**config.mk**
```make
export PLATFORM = sky130hd
export DESIGN_NAME = wlqe_front
export DESIGN_NICKNAME = d
export VERILOG_FILES = /design/src/rtl/core/wide_line_quad_expander_core_macros.svh /design/src/rtl/core/wlqe_pkg.sv /design/src/rtl/core/wlqe_front.sv
export SDC_FILE = /design/constraint.sdc
export NUM_CORES = 1
export LEC_CHECK = 0
export ABC_AREA = 1
export BUFFER_PORTS_ARGS = -buffer_cell sky130_fd_sc_hd__buf_2
export CAP_MARGIN = 40
export CORE_AREA = 2 2 153 155
export DETAILED_ROUTE_END_ITERATION = 10
export DIE_AREA = 0 0 155 157
export PLACE_DENSITY = 0.67
export SLEW_MARGIN = 30
export SYNTH_ARGS = -nofsm -noshare
export SYNTH_HDL_FRONTEND = slang
export SYNTH_SLANG_ARGS = --single-unit
```
**constraint.sdc**
```tcl
create_clock -name vclk -period 3.5
set_input_delay 0.7 -clock vclk [all_inputs]
set_output_delay 0.7 -clock vclk [all_outputs]
set_load 0.03 [all_outputs]
```
**src/rtl/core/wide_line_quad_expander_core_macros.svh**
```systemverilog
// Assertion macros shared by the wide line quad expander RTL.
`ifndef WIDE_LINE_QUAD_EXPANDER_CORE_MACROS_SVH
`define WIDE_LINE_QUAD_EXPANDER_CORE_MACROS_SVH
`ifndef ASSERT_OFF
// Check that a property holds on every rising clock edge outside reset.
`define WLQE_ASSERT(lbl, clock, reset, prop) \
  lbl: assert property (@(posedge clock) disable iff (reset) (prop)) \
    else $error("wlqe assertion failed");
// Check that a condition never comes true outside reset.
`define WLQE_ASSERT_NEVER(lbl, clock, reset, cond) \
  lbl: assert property (@(posedge clock) disable iff (reset) !(cond)) \
    else $error("wlqe forbidden condition seen");
`else
`define WLQE_ASSERT(lbl, clock, reset, prop)
`define WLQE_ASSERT_NEVER(lbl, clock, reset, cond)
`endif
`endif

```
**src/rtl/core/wlqe_pkg.sv**
```systemverilog
// Shared constants and types of the wide line quad expander.
package wlqe_pkg;

  localparam int COORD_WIDTH_DEF = 32;
  localparam int FRAC_BITS_DEF   = 16;
  // Fraction bits of the internal unit normal
  localparam int UNIT_BITS       = 30;
  localparam int QUEUE_DEPTH     = 2;

  typedef struct packed {
    logic full;
    logic empty;
  } wlqe_q_stat_t;

endpackage

```
**src/rtl/core/wlqe_front.sv**
```systemverilog
// Front part: accepts segments, drops zero-length ones, sets non-positive widths to 1.0, prepares operands.
module wlqe_front #(
  parameter int COORD_WIDTH = wlqe_pkg::COORD_WIDTH_DEF,
  parameter int FRAC_BITS   = wlqe_pkg::FRAC_BITS_DEF
) (
  input  logic                          push,
  output logic                          full,
  input  logic signed [COORD_WIDTH-1:0] start_x,
  input  logic signed [COORD_WIDTH-1:0] start_y,
  input  logic signed [COORD_WIDTH-1:0] end_x,
  input  logic signed [COORD_WIDTH-1:0] end_y,
  input  logic signed [COORD_WIDTH-1:0] line_width,
  input  wlqe_pkg::wlqe_q_stat_t        q_stat,
  output logic                          q_push,
  output logic [7*COORD_WIDTH+1:0]      q_data
);
  import wlqe_pkg::*;

  localparam int CW = COORD_WIDTH;

  logic signed [CW:0] dx;
  logic signed [CW:0] dy;
  logic [CW:0]        dx_mag;
  logic [CW:0]        dy_mag;
  logic [CW-1:0]      width_fix;
  logic               zero_len;

  // form the direction and its magnitudes
  always_comb begin
    dx = $signed({end_x[CW-1], end_x}) - $signed({start_x[CW-1], start_x});
    dy = $signed({end_y[CW-1], end_y}) - $signed({start_y[CW-1], start_y});
    dx_mag = dx[CW] ? (~dx + 1'b1) : dx;
    dy_mag = dy[CW] ? (~dy + 1'b1) : dy;
    zero_len = (start_x == end_x) && (start_y == end_y);
    width_fix = (line_width[CW-1] || (line_width == '0)) ?
                (CW'(1) << FRAC_BITS) : line_width;
  end

  assign full   = q_stat.full;
  assign q_push = push && !q_stat.full && !zero_len;
  assign q_data = {start_x, start_y, end_x, end_y, width_fix, dx[CW], dy[CW],
                   dx_mag[CW-1:0], dy_mag[CW-1:0]};

endmodule

```
==> results.toml <==
[run_status]
status = "finished, violations left"
violations = "setup timing"

[synthesis]
synth.distinct_cells = 43
ys_seq_area_share_pct = 0
syn-cell-area_um2 = 8616
syn-num-nets = 1992
postSynthAreaPerCell_um2 = 4.893
syn_inst = 1761
synth_warnings = 0

[cells_and_area]
layout.cells.most_common = "nand2_1"
clkbuf_count = 0
register_area_um2 = 0
antenna_cells = 0
area_growth_pct = 88.09
finish.utilization_pct = 72.02
drive_gt1_share_pct = 52.70
seq_cells = 0
nFillCells = 1762
fin_cells = 2672
nets = 2620
final_cell_mix = "nand2_1 (474), inv_1 (372), buf_4 (330)"

[sta]
fmax_mhz = 240.6
fin_ws_ns = -0.6560
rsz0062_at_grt = "true"
finalSetupTns_ns = -22.41
final_hold_viol_count = 0
fin_crit_ns = 4.156
drv_slew = 0
fin_crit_sh_pct = 118.7
setup_violations = 64

[power_and_ir_drop]
p_leak_nw = 9.344
powerDensity_nw_per_um2 = 327.4
ir_worst_vdd_v = 0.0002490

[floorplan]
dieArea_um2 = 24340
die_y_um = 157
fp-row-count = 55
ios = 391
die_w_um = 155
initial_core_util_pct = 38.29
core_um2 = 22500

[drt]
vias_per_cell = 5.054
routed_wl_mm = 43.50
ant_nets = 0
drtPass1Iterations = 5
drt_iter0_drc = 860
remaining_drc_errors = 0
wl_per_cell_um = 16.28
via_count = 13504

[placement]
dpl.cell_count = 2584
place_congestion = 0.9190
io_buffers = 389
dpl.hpwl_mm = 28.34

[grt]
antenna_found_initial = 0
track_usage_pct = 29.06
overflow = 0
grt_pass1_wl_mm = 58.18
grt_max_degree = 14
grt_pass1_vias = 12367

[cts]
holdBufCountCts = 0

[worst_setup_path]
critical_path_class = "in2out"
required_ns = 2.80
start_kind = "input pin"
end_kind = "output pin"
path_max_fanout = 3
critPathArrivalTime_ns = 3.46

[flow_run]
cap_violations = 0

[worst_hold_path]
hold_class = "in2out"
## logic make-up after synthesis
kind of cell	after synthesis	share of synthesized area [%]
AO/OA/AOI/OAI	62	4.066
XOR/XNOR	57	6.448
adder cells (fa/ha/maj)	68	10.05
buffers and inverters	562	30.32
other	1	0.04352
AND/OR/NAND/NOR	1011	49.07
## synthesized netlist by cell type (2+ instances only)
master    count  area, um^2
nor4_1        6       37.54
o21bai_1      3       22.52
xnor2_1      22       192.7
nand3_2       4       40.04
and2_1       21       131.4
xnor2_2       4       65.06
nand2_2       5       31.28
fa_1          2       40.04
clkinv_1      2       7.510
a21oi_1      38       190.2
nor2_1      170       638.1
xor2_1       29       254.0
nand2_1     619        2323
inv_1       417        1565
o21ai_1       6       30.03
nand3b_1      8       60.06
buf_4       131       983.4
o31ai_1       2       15.01
o21ai_0       7       35.03
ha_1         66       825.8
nand4_1      37       231.5
nor3_1       13       65.06
inv_2         4       15.01
nor2_2        8       50.05
clkbuf_1      5       18.77
nand3_1     115       575.6
## final cells by class
| class | instances | area (um^2) | area share [%] |
|---|---|---|---|
| well taps | 285 | 356.6 | 2.200 |
| inverters | 424 | 1645 | 10.15 |
| repair buffers | 761 | 5455 | 33.66 |
| multi-input cells | 1199 | 8720 | 53.81 |
| repair inverters | 3 | 28.78 | 0.1776 |
## worst max-delay path, cell delays in order
cell and delay (ns):
buf_8 0.09, inv_8 0.03, ha_4 0.15, fa_2 0.57
nand2_1 0.10, nor2_2 0.20, buf_4 0.15, buf_4 0.10
buf_4 0.10, buf_4 0.09, buf_4 0.10, buf_4 0.11
nand4_1 0.16, nor2_2 0.17, nand3_1 0.12, nand2_1 0.12
nand2_1 0.07, nand2_1 0.07, nand2_1 0.09, buf_6 0.15
## final timing paths
path | start | endpoint | slack, ns | depth (start not counted)
worst max-delay path | end_x[0] | q_data[63] | -0.66 | 20
worst min-delay path | start_y[17] | q_data[179] | 1.65 | 2
## layer usage
| layer | part of all wire [%] | up-vias | global-route usage [%] |
|---|---|---|---|
| li1 | - | 6384 | - |
| met1 | 36 | 6145 | 32.42 |
| met2 | 50 | 694 | 56.63 |
| met3 | 5.8 | 281 | 1.569 |
| met4 | 7.7 | 0 | 12.92 |
| met5 | 0 | - | 0 |
## metrics by stage
stage	total power [mW]	setup WS, ns	cell area [um^2]	hold WS (ns)
finish	5.306	-0.6560	16210	1.652
global route	5.573	-0.7556	16210	1.661
CTS	4.681	-0.2935	15080	1.663
detailed placement	3.763	-0.6639	12680	1.665
global placement	3.716	-0.5835	12680	1.664
floorplan	2.466	-0.1072	9226	1.515
## what timing repair did
item	in CTS	in global routing
gates resized for setup	437	257
setup endpoints to repair	64	65
pin swaps	129	130
gates cloned	5	0
buffers inserted	80	31
## where the power goes
part           switching [mW]  leakage [nW]  internal (mW)  total, mW
Clock                       0             0              0          0
Combinational            3.05          9.34           2.26       5.31
Sequential                  0             0              0          0
Total                    3.05          9.34           2.26       5.31
(Power assumes the default switching activity.)
