<file path="config.mk">
export PLATFORM = sky130hd
export DESIGN_NAME = wlqe_queue
export DESIGN_NICKNAME = d
export VERILOG_FILES = /design/src/rtl/core/wide_line_quad_expander_core_macros.svh /design/src/rtl/core/wlqe_pkg.sv /design/src/rtl/core/wlqe_queue.sv
export SDC_FILE = /design/constraint.sdc
export NUM_CORES = 1
export LEC_CHECK = 0
export BUFFER_PORTS_ARGS = -buffer_cell sky130_fd_sc_hd__buf_2
export CAP_MARGIN = 15
export CORE_MARGIN = 2
export CORE_UTILIZATION = 50
export CTS_CLUSTER_SIZE = 28
export DETAILED_ROUTE_END_ITERATION = 6
export PLACE_DENSITY = 0.77
export REMOVE_ABC_BUFFERS = 1
export SETUP_SLACK_MARGIN = 0.5
export SKIP_LAST_GASP = 1
export SYNTH_ARGS = -nofsm -noshare
export SYNTH_HDL_FRONTEND = slang
export SYNTH_SLANG_ARGS = --single-unit
export TNS_END_PERCENT = 1
</file>
<file path="constraint.sdc">
create_clock -name clk -period 2.29 [get_ports clk]
set_input_delay 0.3435 -clock clk [delete_from_list [all_inputs] [get_ports clk]]
set_output_delay 0.3435 -clock clk [all_outputs]
set_load 0.02 [all_outputs]
</file>
<file path="src/rtl/core/wide_line_quad_expander_core_macros.svh">
// Assertion macros shared by the wide line quad expander RTL.
`ifndef WIDE_LINE_QUAD_EXPANDER_CORE_MACROS_SVH
`define WIDE_LINE_QUAD_EXPANDER_CORE_MACROS_SVH
`ifndef ASSERT_OFF
// Check that a property holds on every rising clock edge outside reset.
`define WLQE_ASSERT(lbl, clock, reset, prop) \
  lbl: assert property (@(posedge clock) disable iff (reset) (prop)) \
    else $error("wlqe assertion failed");
// Check that a condition never comes true outside reset.
`define WLQE_ASSERT_NEVER(lbl, clock, reset, cond) \
  lbl: assert property (@(posedge clock) disable iff (reset) !(cond)) \
    else $error("wlqe forbidden condition seen");
`else
`define WLQE_ASSERT(lbl, clock, reset, prop)
`define WLQE_ASSERT_NEVER(lbl, clock, reset, cond)
`endif
`endif

</file>
<file path="src/rtl/core/wlqe_pkg.sv">
// Shared constants and types of the wide line quad expander.
package wlqe_pkg;

  localparam int COORD_WIDTH_DEF = 32;
  localparam int FRAC_BITS_DEF   = 16;
  // Fraction bits of the internal unit normal
  localparam int UNIT_BITS       = 30;
  localparam int QUEUE_DEPTH     = 2;

  typedef struct packed {
    logic full;
    logic empty;
  } wlqe_q_stat_t;

endpackage

</file>
<file path="src/rtl/core/wlqe_queue.sv">
// Small register queue between the front and back parts.
module wlqe_queue #(
  parameter int WIDTH = 8,
  parameter int DEPTH = 2
) (
  input  logic                  clk,
  input  logic                  rst,
  input  logic                  wr,
  input  logic [WIDTH-1:0]      wdata,
  input  logic                  rd,
  output logic [WIDTH-1:0]      rdata,
  output wlqe_pkg::wlqe_q_stat_t stat
);
  import wlqe_pkg::*;

  localparam int PW = $clog2(DEPTH);

  logic [WIDTH-1:0] mem [DEPTH];
  logic [PW-1:0]    wptr;
  logic [PW-1:0]    rptr;
  logic [PW:0]      count;
  logic             do_wr;
  logic             do_rd;

  assign stat.full  = (count == (PW+1)'(DEPTH));
  assign stat.empty = (count == '0);
  assign do_wr = wr && !stat.full;
  assign do_rd = rd && !stat.empty;
  assign rdata = mem[rptr];

  // store pushed entries
  always_ff @(posedge clk) begin
    if (do_wr) begin
      mem[wptr] <= wdata;
    end
  end

  // advance pointers and fill count
  always_ff @(posedge clk) begin
    if (rst) begin
      wptr  <= '0;
      rptr  <= '0;
      count <= '0;
    end else begin
      if (do_wr) begin
        wptr <= (wptr == PW'(DEPTH-1)) ? '0 : wptr + 1'b1;
      end
      if (do_rd) begin
        rptr <= (rptr == PW'(DEPTH-1)) ? '0 : rptr + 1'b1;
      end
      if (do_wr && !do_rd) begin
        count <= count + 1'b1;
      end else if (do_rd && !do_wr) begin
        count <= count - 1'b1;
      end
    end
  end

endmodule

</file>
==> impl.org <==
** Clock tree
- Bufs on Longest Clock Path :: 2
- Clock tree from TritonCTS :: done
- At the later pin of the worst-skew pair, clock insertion delay measures about 0.3 ns.
- Clock transition at path regs :: 0.11 ns
- CTS built an H-tree with a depth of 1.
- In this run the clock root is driven by a clkbuf_4.
- Clock sinks :: 21
- Hold repair after CTS inserted 0 buffers.
- In this run, CTS created clock tree buffers numbering 3.
- The number of setup buffers added after CTS is 0.

** Synth
- Library cells used by synthesis :: 13
- Number of synthesized flops with an enable pin :: 16
- Synthesis-stage register bit count :: 21
- In the synthesized netlist the dominant register cell turns out to be edfxtp_1.
- Proportion of synthesized flip-flops having asynchronous set or reset :: 0
- The cell count after synthesis came out at 50.
- Average footprint of a synthesized cell :: roughly 16 sq um
- The most common cell in the synthesized netlist is edfxtp_1.
- The biggest area contributor in the post-synthesis netlist is edfxtp_1.
- By area the synthesized netlist is led by edfxtp_1 61%, dfxtp_1 13%, mux2_2 11%.
- The mapped netlist covers just under 800 sq um.
- The share of the Yosys chip area taken by registers is 0.732.
- Synth top area share :: 0.606
- For this run, the number of Yosys warnings is 0.
- Post-synth top cells :: 16 x edfxtp_1, 8 x mux2_2, 5 x dfxtp_1, 5 x nor2_1

** Min path
- Hold path startpoint :: wdata[6]
- The tightest min-delay check is of the in -> reg type.

** Routing
- Across all layers, the routed design uses between 400 and 500 vias.
- After detailed routing, the average wire length per cell comes to roughly 13 microns.
- Wire length the detailed router placed on met1 :: 483 microns
- The detailed router finished its first iteration with 8 violations.
- DR DRC count :: 0
- Wire length on met2 :: between 600 and 700 microns
- Count of antenna-violating nets left after detailed routing :: 0
- In the detailed route, the total length drawn on met3 is around 80 microns.
- Dividing the detail-routed via count by the number of cells gives ~5.3.
- The final layout contains routed wiring with a total length of between 1000 and 1500 microns.
- For this run, the detailed router's first-pass iteration total came to 4.
- Highest metal layer with signal wires :: met4

** Final layout
- In the final layout, the share of cells above drive strength 1 is 0.459.
- Final Cell Area :: roughly 940 sq um
- The net count of the finished layout is 88.
- The number of antenna diodes in the final layout is 0.
- Relative to the synthesized area, the layout overhead comes to 18.6%.

** Critical path
- Maximum cell stage delay along the critical path :: 0.44 ns
- On the critical path the largest part of the delay comes from flip-flops.
- By startpoint and endpoint, the worst setup path is classified as reg -> out.
- Slowest library cell on the worst path :: dfxtp_2
- Buf+Inv Stages, Crit Path :: 1
- Type of element capturing the critical path :: primary output
- At the worst endpoint, the required time is between 1.5 and 2 ns.
- Category of the worst setup path launch point :: flop
- For the worst setup path, the data arrival time is about 1.3 ns.
- In this run the critical register-to-register path is launched from count[0].
- R2R Setup Slk :: approximately 0.71 ns
- Maximum fanout along the worst path :: 8
- Worst path cell trace :: mux2_2 > buf_2

** Job
- Across the run, the number of max-cap violations was 0.

** STA
- At the pin with the least slew margin, the transition time is between 0.3 and 0.4 ns.
- Setup total negative slack on the finished layout was measured at 0 ns.
- The routed design could run at a clock period as short as between 1.5 and 2 ns.
- Between clock sinks in the finished design, the worst skew comes to 0.00436 ns.
- Number of endpoints failing setup at the final stage :: 0
- The final max-slew violation count came to 0.
- Post-route fraction of the period consumed by the critical path :: 0.702
- Normalized max-slew margin :: 0.754
- Setup repair after global routing left no endpoint under its margin.
- Maximum clock frequency :: about 620 MHz
- Hold violation total from the final report :: 0

** Pwr
- Leak :: 0.000378 uW
- IR Drop Worst-Case VDD :: 752 uV
- For this design the ratio of total power to cell area is 1130 mW/mm^2.

** Floorplan
- Width of the die :: 43.8 microns
- Initial Utilization :: 0.533
- The die is ~44 microns tall.
- Core ar. :: around 0.0015 sq mm
- The floorplan has 14 rows.
- Number of top-level pins :: 22
- The die covers approximately 0.0019 sq mm.

** Global routing
- Pin count of the biggest net entering global routing :: 12
- Global-route wire length before repair :: about 1800 microns
- Via count of the first global-routing pass :: 426
- Total congestion overflow after global routing :: 0
- Total routing resource utilization after global routing :: 0.140
- Initial antenna violation count :: 0

** Run status
- Outcome :: complete, no violations

** Placed design
- Placer Congestion :: approximately 0.77
- Port buffering added 21 buffers.
- Detailed-placement wirelength estimate :: between 800 and 900 microns
- Summing all placed instances gives a cell area of a little over 900 sq um.
## state kept, by name (all words and copies together), names as in the netlist, named ones only
register	count
wptr	1
rptr	1
count	2
mem	16
## cells by family (layout without fill, tap and decap cells)
logic type,count (synthesis),after routing,share of synthesized area
flip-flops,21,21,0.732
AND/OR/NAND/NOR,9,9,0.0584
multiplexers,8,8,0.114
AO/OA/AOI/OAI,5,5,0.0315
XOR/XNOR,3,3,0.0331
buffers and inverters,3,27,0.0158
adder cells (fa/ha/maj),1,1,0.0158
## per-stage QoR
step	total power [uW]	setup slack (ns)	instances	utilization	hold WS, ns
finish	1060	0.683	90	0.632	0.221
global route	1120	0.539	90	0.632	0.206
CTS	1070	0.539	90	0.631	0.223
detailed placement	902	0.743	86	0.613	0.475
global placement	885	0.800	86	0.613	0.474
floorplan	789	0.703	49	-	0.413
## placed cells by master (no fill, tap or decap), drive strengths merged, types with 2 or more instances in the layout
cell and instances:
buf 21, edfxtp 16, mux2 8, nor2 5
dfxtp 5, clkbuf 4, o21ai 3, xor2 3
inv 2, or3 2, a21oi 2
## path summary, 6_finish.rpt
check	endpoint	depth (start not counted)
worst max-delay path	rdata[4]	2
worst min-delay path	mem[0][6]	1
worst max register to register	count[1]	4
worst min register to register	wptr	2
## power breakdown
group	internal, uW	switching [uW]
logic	150	202
registers	488	49.1
clock network	68.0	105
total	706	356
## metal layers
metal | GRT usage | vias to the layer above
li1 | - | 232
met1 | 0.153 | 223
met2 | 0.229 | 16
met3 | 0.0583 | 4
met4 | 0.0727 | 0
met5 | 0 | -
## repair_timing
action | 4_1_cts | 5_1_grt
gates resized for setup | 0 | 1
endpoints found under the hold margin | 0 | 0
endpoints found under the setup margin | 0 | 8
## layout make-up
class	instances	area, sq um
clock buffer	4	26.3
fill	109	548
inverter	2	7.51
multi-input combinational	26	200
sequential	21	582
tap	16	20.0
timing repair buffer	21	105
Power figures use the tool's default switching activity.
