$ cat config.mk
export PLATFORM = sky130hd
export DESIGN_NAME = wlqe_emit
export DESIGN_NICKNAME = d
export VERILOG_FILES = /design/src/rtl/core/wide_line_quad_expander_core_macros.svh /design/src/rtl/core/wlqe_pkg.sv /design/src/rtl/core/wlqe_emit.sv
export SDC_FILE = /design/constraint.sdc
export NUM_CORES = 1
export LEC_CHECK = 0
export ABC_AREA = 1
export BUFFER_PORTS_ARGS = -buffer_cell sky130_fd_sc_hd__buf_2
export CAP_MARGIN = 5
export CORE_MARGIN = 3
export CORE_UTILIZATION = 25
export CTS_BUF_LIST = sky130_fd_sc_hd__clkbuf_2 sky130_fd_sc_hd__clkbuf_4 sky130_fd_sc_hd__clkbuf_8
export CTS_CLUSTER_DIAMETER = 150
export DETAILED_ROUTE_END_ITERATION = 8
export GPL_TIMING_DRIVEN = 0
export SYNTH_ARGS = -nofsm -noshare
export SYNTH_HDL_FRONTEND = slang
export SYNTH_SLANG_ARGS = --single-unit
$ cat constraint.sdc
create_clock -name clk -period 14.8 [get_ports clk]
set_input_delay 1.48 -clock clk [delete_from_list [all_inputs] [get_ports clk]]
set_output_delay 1.48 -clock clk [all_outputs]
set_load 0.01 [all_outputs]
$ cat src/rtl/core/wide_line_quad_expander_core_macros.svh
// Assertion macros shared by the wide line quad expander RTL.
`ifndef WIDE_LINE_QUAD_EXPANDER_CORE_MACROS_SVH
`define WIDE_LINE_QUAD_EXPANDER_CORE_MACROS_SVH
`ifndef ASSERT_OFF
// Check that a property holds on every rising clock edge outside reset.
`define WLQE_ASSERT(lbl, clock, reset, prop) \
  lbl: assert property (@(posedge clock) disable iff (reset) (prop)) \
    else $error("wlqe assertion failed");
// Check that a condition never comes true outside reset.
`define WLQE_ASSERT_NEVER(lbl, clock, reset, cond) \
  lbl: assert property (@(posedge clock) disable iff (reset) !(cond)) \
    else $error("wlqe forbidden condition seen");
`else
`define WLQE_ASSERT(lbl, clock, reset, prop)
`define WLQE_ASSERT_NEVER(lbl, clock, reset, cond)
`endif
`endif

$ cat src/rtl/core/wlqe_pkg.sv
// Shared constants and types of the wide line quad expander.
package wlqe_pkg;

  localparam int COORD_WIDTH_DEF = 32;
  localparam int FRAC_BITS_DEF   = 16;
  // Fraction bits of the internal unit normal
  localparam int UNIT_BITS       = 30;
  localparam int QUEUE_DEPTH     = 2;

  typedef struct packed {
    logic full;
    logic empty;
  } wlqe_q_stat_t;

endpackage

$ cat src/rtl/core/wlqe_emit.sv
// Result stage: holds four corners and hands out the two triangles in turn.
module wlqe_emit #(
  parameter int COORD_WIDTH = wlqe_pkg::COORD_WIDTH_DEF
) (
  input  logic                          clk,
  input  logic                          rst,
  input  logic                          c_valid,
  output logic                          c_ready,
  input  logic [COORD_WIDTH-1:0]        cx [4],
  input  logic [COORD_WIDTH-1:0]        cy [4],
  input  logic                          pop,
  output logic                          empty,
  output logic signed [COORD_WIDTH-1:0] vert0_x,
  output logic signed [COORD_WIDTH-1:0] vert0_y,
  output logic signed [COORD_WIDTH-1:0] vert1_x,
  output logic signed [COORD_WIDTH-1:0] vert1_y,
  output logic signed [COORD_WIDTH-1:0] vert2_x,
  output logic signed [COORD_WIDTH-1:0] vert2_y,
  output logic                          last_triangle
);
  import wlqe_pkg::*;

  logic [COORD_WIDTH-1:0] hx [4];
  logic [COORD_WIDTH-1:0] hy [4];
  logic                   valid;
  logic                   phase;

  assign c_ready = !valid;
  assign empty   = !valid;

  // hold corners until both triangles are taken
  always_ff @(posedge clk) begin
    if (c_valid && !valid) begin
      hx <= cx;
      hy <= cy;
    end
  end

  always_ff @(posedge clk) begin
    if (rst) begin
      valid <= 1'b0;
      phase <= 1'b0;
    end else if (!valid) begin
      valid <= c_valid;
      phase <= 1'b0;
    end else if (pop) begin
      phase <= !phase;
      valid <= !phase;
    end
  end

  // first triangle s+h, s-h, e-h; second s+h, e-h, e+h
  always_comb begin
    vert0_x = hx[0];
    vert0_y = hy[0];
    vert1_x = phase ? hx[2] : hx[1];
    vert1_y = phase ? hy[2] : hy[1];
    vert2_x = phase ? hx[3] : hx[2];
    vert2_y = phase ? hy[3] : hy[2];
    last_triangle = phase;
  end

endmodule

==> reports/qor.tcl <==
set qor(outcome) {completed}
set qor(route.layer.met1.wl_mm) 11.4
set qor(route.antenna.remaining_nets) 0
set qor(ff_latch_area_sq_um) 7730
set qor(max_stage_delay_ns) 0.50
set qor(r2r_start) {valid}
set qor(cts_resized) 0
set qor(p_seq_share_pct) 49.0
set qor(critical_path.endpoint) {vert2_x[26]}
set qor(setup_tns_ns) 0
set qor(drt-total-wl_mm) 30.1
set qor(fin_skew_ns) 0.0179
set qor(cts_inserted_buffers) 47
set qor(clkLatencyLatePin_ns) 0.59
set qor(hold_class) {register to register}
set qor(netSwitchingPower_uw) 437
set qor(fin_total_pwr_uw) 1800
set qor(relSlewSlack_pct) 50.8
set qor(floorplan.initialDensity_pct) 25.4
set qor(route.detailed.vias_per_inst) 4.01
set qor(clock_power_share_pct) 38.3
set qor(final_layout_size_suffix_gt1_share_pct) 56.0
set qor(worstSetupEndpointType) {output port}
set qor(critical-path-slowest-cell) {sky130_fd_sc_hd__clkbuf_1}
set qor(synth_warnings) 0
set qor(cts_root_buf) {sky130_fd_sc_hd__clkbuf_8}
set qor(criticalPathCategory) {register to output port}
set qor(setup-violations-final) 0
set qor(worst_hold_path.num_cells) 2
set qor(wire_length_of_the_first_global_routing_pass_mm) 44.8
set qor(gpl.final_weighted_congestion) 0.813
set qor(numClockSinks) 258
set qor(number_of_unique_standard_cell_types_used_by_synthesis) 16
set qor(yosysMostFrequentCell) {sky130_fd_sc_hd__edfxtp_1}
set qor(grt_setup_unrepaired) {no}
set qor(firstDrtPassIters) 4
set qor(design.final.nets) 1453
set qor(detailroute.via_count) 7040
set qor(top_achievable_clock_speed_ghz) 0.289
set qor(hold_viol_final) 0
set qor(coreArea_sq_um) 39900
set qor(p_leak_uw) 0.00608
set qor(vdd_ir_drop_max_v) 0.0000715
set qor(detailroute.wirelength.met2_mm) 14.7
set qor(fillers) 3978
set qor(synthesis.instances) 682
set qor(floorplan.die.width_um) 207
set qor(p_sw_share_pct) 24.3
set qor(ff_to_ff_end) {vert0_y[14]}
set qor(dpl.hpwl_mm) 22.2
set qor(grt.overflow.total) 0
set qor(combinationalPowerShare_pct) 12.7
set qor(fin_crit_ns) 3.46
set qor(clk_pin_slew_ns) 0.05
set qor(pwr_density_cell_nw_per_um2) 127
set qor(wl_met3_mm) 2.81
set qor(tightestPinTransition_ns) 0.736
set qor(internal_power_uw) 1360
set qor(syn-num-nets) 942
set qor(die_y_um) 207
set qor(post-synth-top-area-cell) {sky130_fd_sc_hd__edfxtp_1}
set qor(final-max-slew-violation-count) 0
set qor(clock_path_buffers) 3
set qor(grt_antenna_before_repair) 8
set qor(synth_enable_flop_cells) 256
set qor(worst_setup_path_start_kind) {register}
set qor(detailedRoute.firstIterationViolations) 341
set qor(cp.arrival_ns) 1.98
set qor(grt_util_all_layers_pct) 13.7
set qor(worst-r2r-setup-slack_ns) 12.68
set qor(timing.max_cap.violations) 0
set qor(yosys-top-cells-area) {sky130_fd_sc_hd__edfxtp_1, sky130_fd_sc_hd__buf_4, sky130_fd_sc_hd__inv_1, sky130_fd_sc_hd__nand2_1, sky130_fd_sc_hd__a21oi_2}
set qor(dieArea_sq_um) 43000
set qor(remaining_drc_errors) 0
set qor(cts_post_setup_buffers_inserted) 0
set qor(port_buffers) 454
set qor(num_rows) 73
set qor(reg2regPathDepth) 4
set qor(avgRoutedWirePerCell_um) 17.1
set qor(worst_setup_path_startpoint) {last_triangle}
set qor(asyncSetResetFlopFracSynth_pct) 0
set qor(mappedNetlistArea_sq_um) 10100
set qor(yosysSeqAreaShare_pct) 76.2
set qor(synth.top_cell.area_share_pct) 75.8
set qor(syn_area_per_cell_sq_um) 14.9
set qor(cts_tree) {yes}
set qor(syn2layout_area_growth_pct) 40.1
set qor(grt_pass1_vias) 7571
set qor(ctsHtreeMaxLevel) 2
set qor(io_pins) 455
set qor(worstPathCellList) {buf_6 > clkbuf_1 > o21ai_0 > buf_2}
set qor(grt_max_degree) 36
set qor(crit_fanout) 10
set qor(period_share_pct) 23.4
set qor(synthFlopType) {sky130_fd_sc_hd__edfxtp_1}
set qor(multi_input_comb_area_sq_um) 1330
set qor(ys_top_cells_by_count) {sky130_fd_sc_hd__edfxtp_1, sky130_fd_sc_hd__buf_4, sky130_fd_sc_hd__inv_1, sky130_fd_sc_hd__nand2_1, sky130_fd_sc_hd__nor2_1}
set qor(dr.max_layer_used) {met5}
set qor(postCtsHoldBufs) 0
set qor(synth_seq_cells) 258
set qor(crit_required_ns) 13.32
## power groups by stage
stage | Sequential (uW) | Combinational (uW) | Clock [uW]
finish | 882 | 229 | 690
global route | 886 | 251 | 750
CTS | 882 | 234 | 723
detailed placement | 897 | 233 | 0
global placement | 930 | 220 | 0
floorplan | 916 | 113 | 0
## routing by layer
layer	up-vias	GRT usage, %
met5	-	0
met4	6	6.44
li1	3350	-
met2	341	22.7
met3	75	5.29
met1	3268	15.5
## cells by family (layout without fill, tap and decap cells)
| group | after synthesis | in the layout | synth area share (%) |
|---|---|---|---|
| buffers and inverters | 161 | 705 | 10.7 |
| flip-flops | 258 | 258 | 76.2 |
| AND/OR/NAND/NOR | 135 | 135 | 5.73 |
| other | 0 | 3 | 0 |
| AO/OA/AOI/OAI | 128 | 128 | 7.32 |
## worst max-delay path, delay by kind of cell (launching register included)
kind	cells	cell delay, ns
AO/OA/AOI/OAI	1	0.23
buffers and inverters	3	0.84
flip-flops	1	0.34
## how the worst min path moves through the flow
stage / slack (ns) / startpoint / end
3_3_place_gp: 0.53 / valid / last_triangle
3_5_place_dp: 0.57 / valid / last_triangle
6_report: 0.57 / valid / last_triangle
4_1_cts: 0.57 / valid / last_triangle
5_1_grt: 0.61 / valid / last_triangle
2_1_floorplan: 0.48 / valid / last_triangle
## sequential cells by signal (all words and copies together) (netlist names)
name           cells
vert0_x           32
hy                96
valid              1
vert0_y           32
last_triangle      1
hx                96
## placed cells by master (no fill, tap or decap), types with 2 or more instances in the layout
cell / count
sky130_fd_sc_hd__a21oi_1: 37
sky130_fd_sc_hd__a21oi_2: 27
sky130_fd_sc_hd__buf_12: 14
sky130_fd_sc_hd__buf_2: 455
sky130_fd_sc_hd__buf_4: 68
sky130_fd_sc_hd__buf_6: 15
sky130_fd_sc_hd__bufinv_16: 2
sky130_fd_sc_hd__clkbuf_1: 3
sky130_fd_sc_hd__clkbuf_4: 20
sky130_fd_sc_hd__clkbuf_8: 50
sky130_fd_sc_hd__clkinv_1: 5
sky130_fd_sc_hd__clkinv_2: 3
sky130_fd_sc_hd__dfxtp_1: 2
sky130_fd_sc_hd__diode_2: 3
sky130_fd_sc_hd__edfxtp_1: 256
sky130_fd_sc_hd__inv_1: 67
sky130_fd_sc_hd__nand2_1: 67
sky130_fd_sc_hd__nor2_1: 37
sky130_fd_sc_hd__nor2_2: 29
sky130_fd_sc_hd__o21ai_0: 30
sky130_fd_sc_hd__o21ai_1: 34
## metrics by stage
stage / worst slack, ns / instances / instance area [sq um] / utilization [%] / hold slack, ns
finish: 11.34 / 1754 / 14200 / 35.6 / 0.568
global route: 11.19 / 1752 / 14200 / 35.6 / 0.607
CTS: 11.18 / 1751 / 14200 / 35.6 / 0.575
detailed placement: 11.43 / 1669 / 13200 / 33.2 / 0.567
global placement: -3.54 / 1661 / 13100 / 32.7 / 0.531
floorplan: 1.67 / 682 / 10100 / - / 0.484
## cell type report
| class | instances | share of cell area, % |
|---|---|---|
| Tap cell | 525 | 4.63 |
| Inverter | 67 | 1.77 |
| Sequential cell | 258 | 54.4 |
| Multi-Input combinational cell | 263 | 9.37 |
| Antenna cell | 3 | 0.0529 |
| Timing Repair Buffer | 462 | 17.2 |
| Clock inverter | 12 | 0.776 |
| Clock buffer | 70 | 5.90 |
| Buffer | 94 | 5.89 |
No activity file was read; power rests on OpenSTA's default activity.
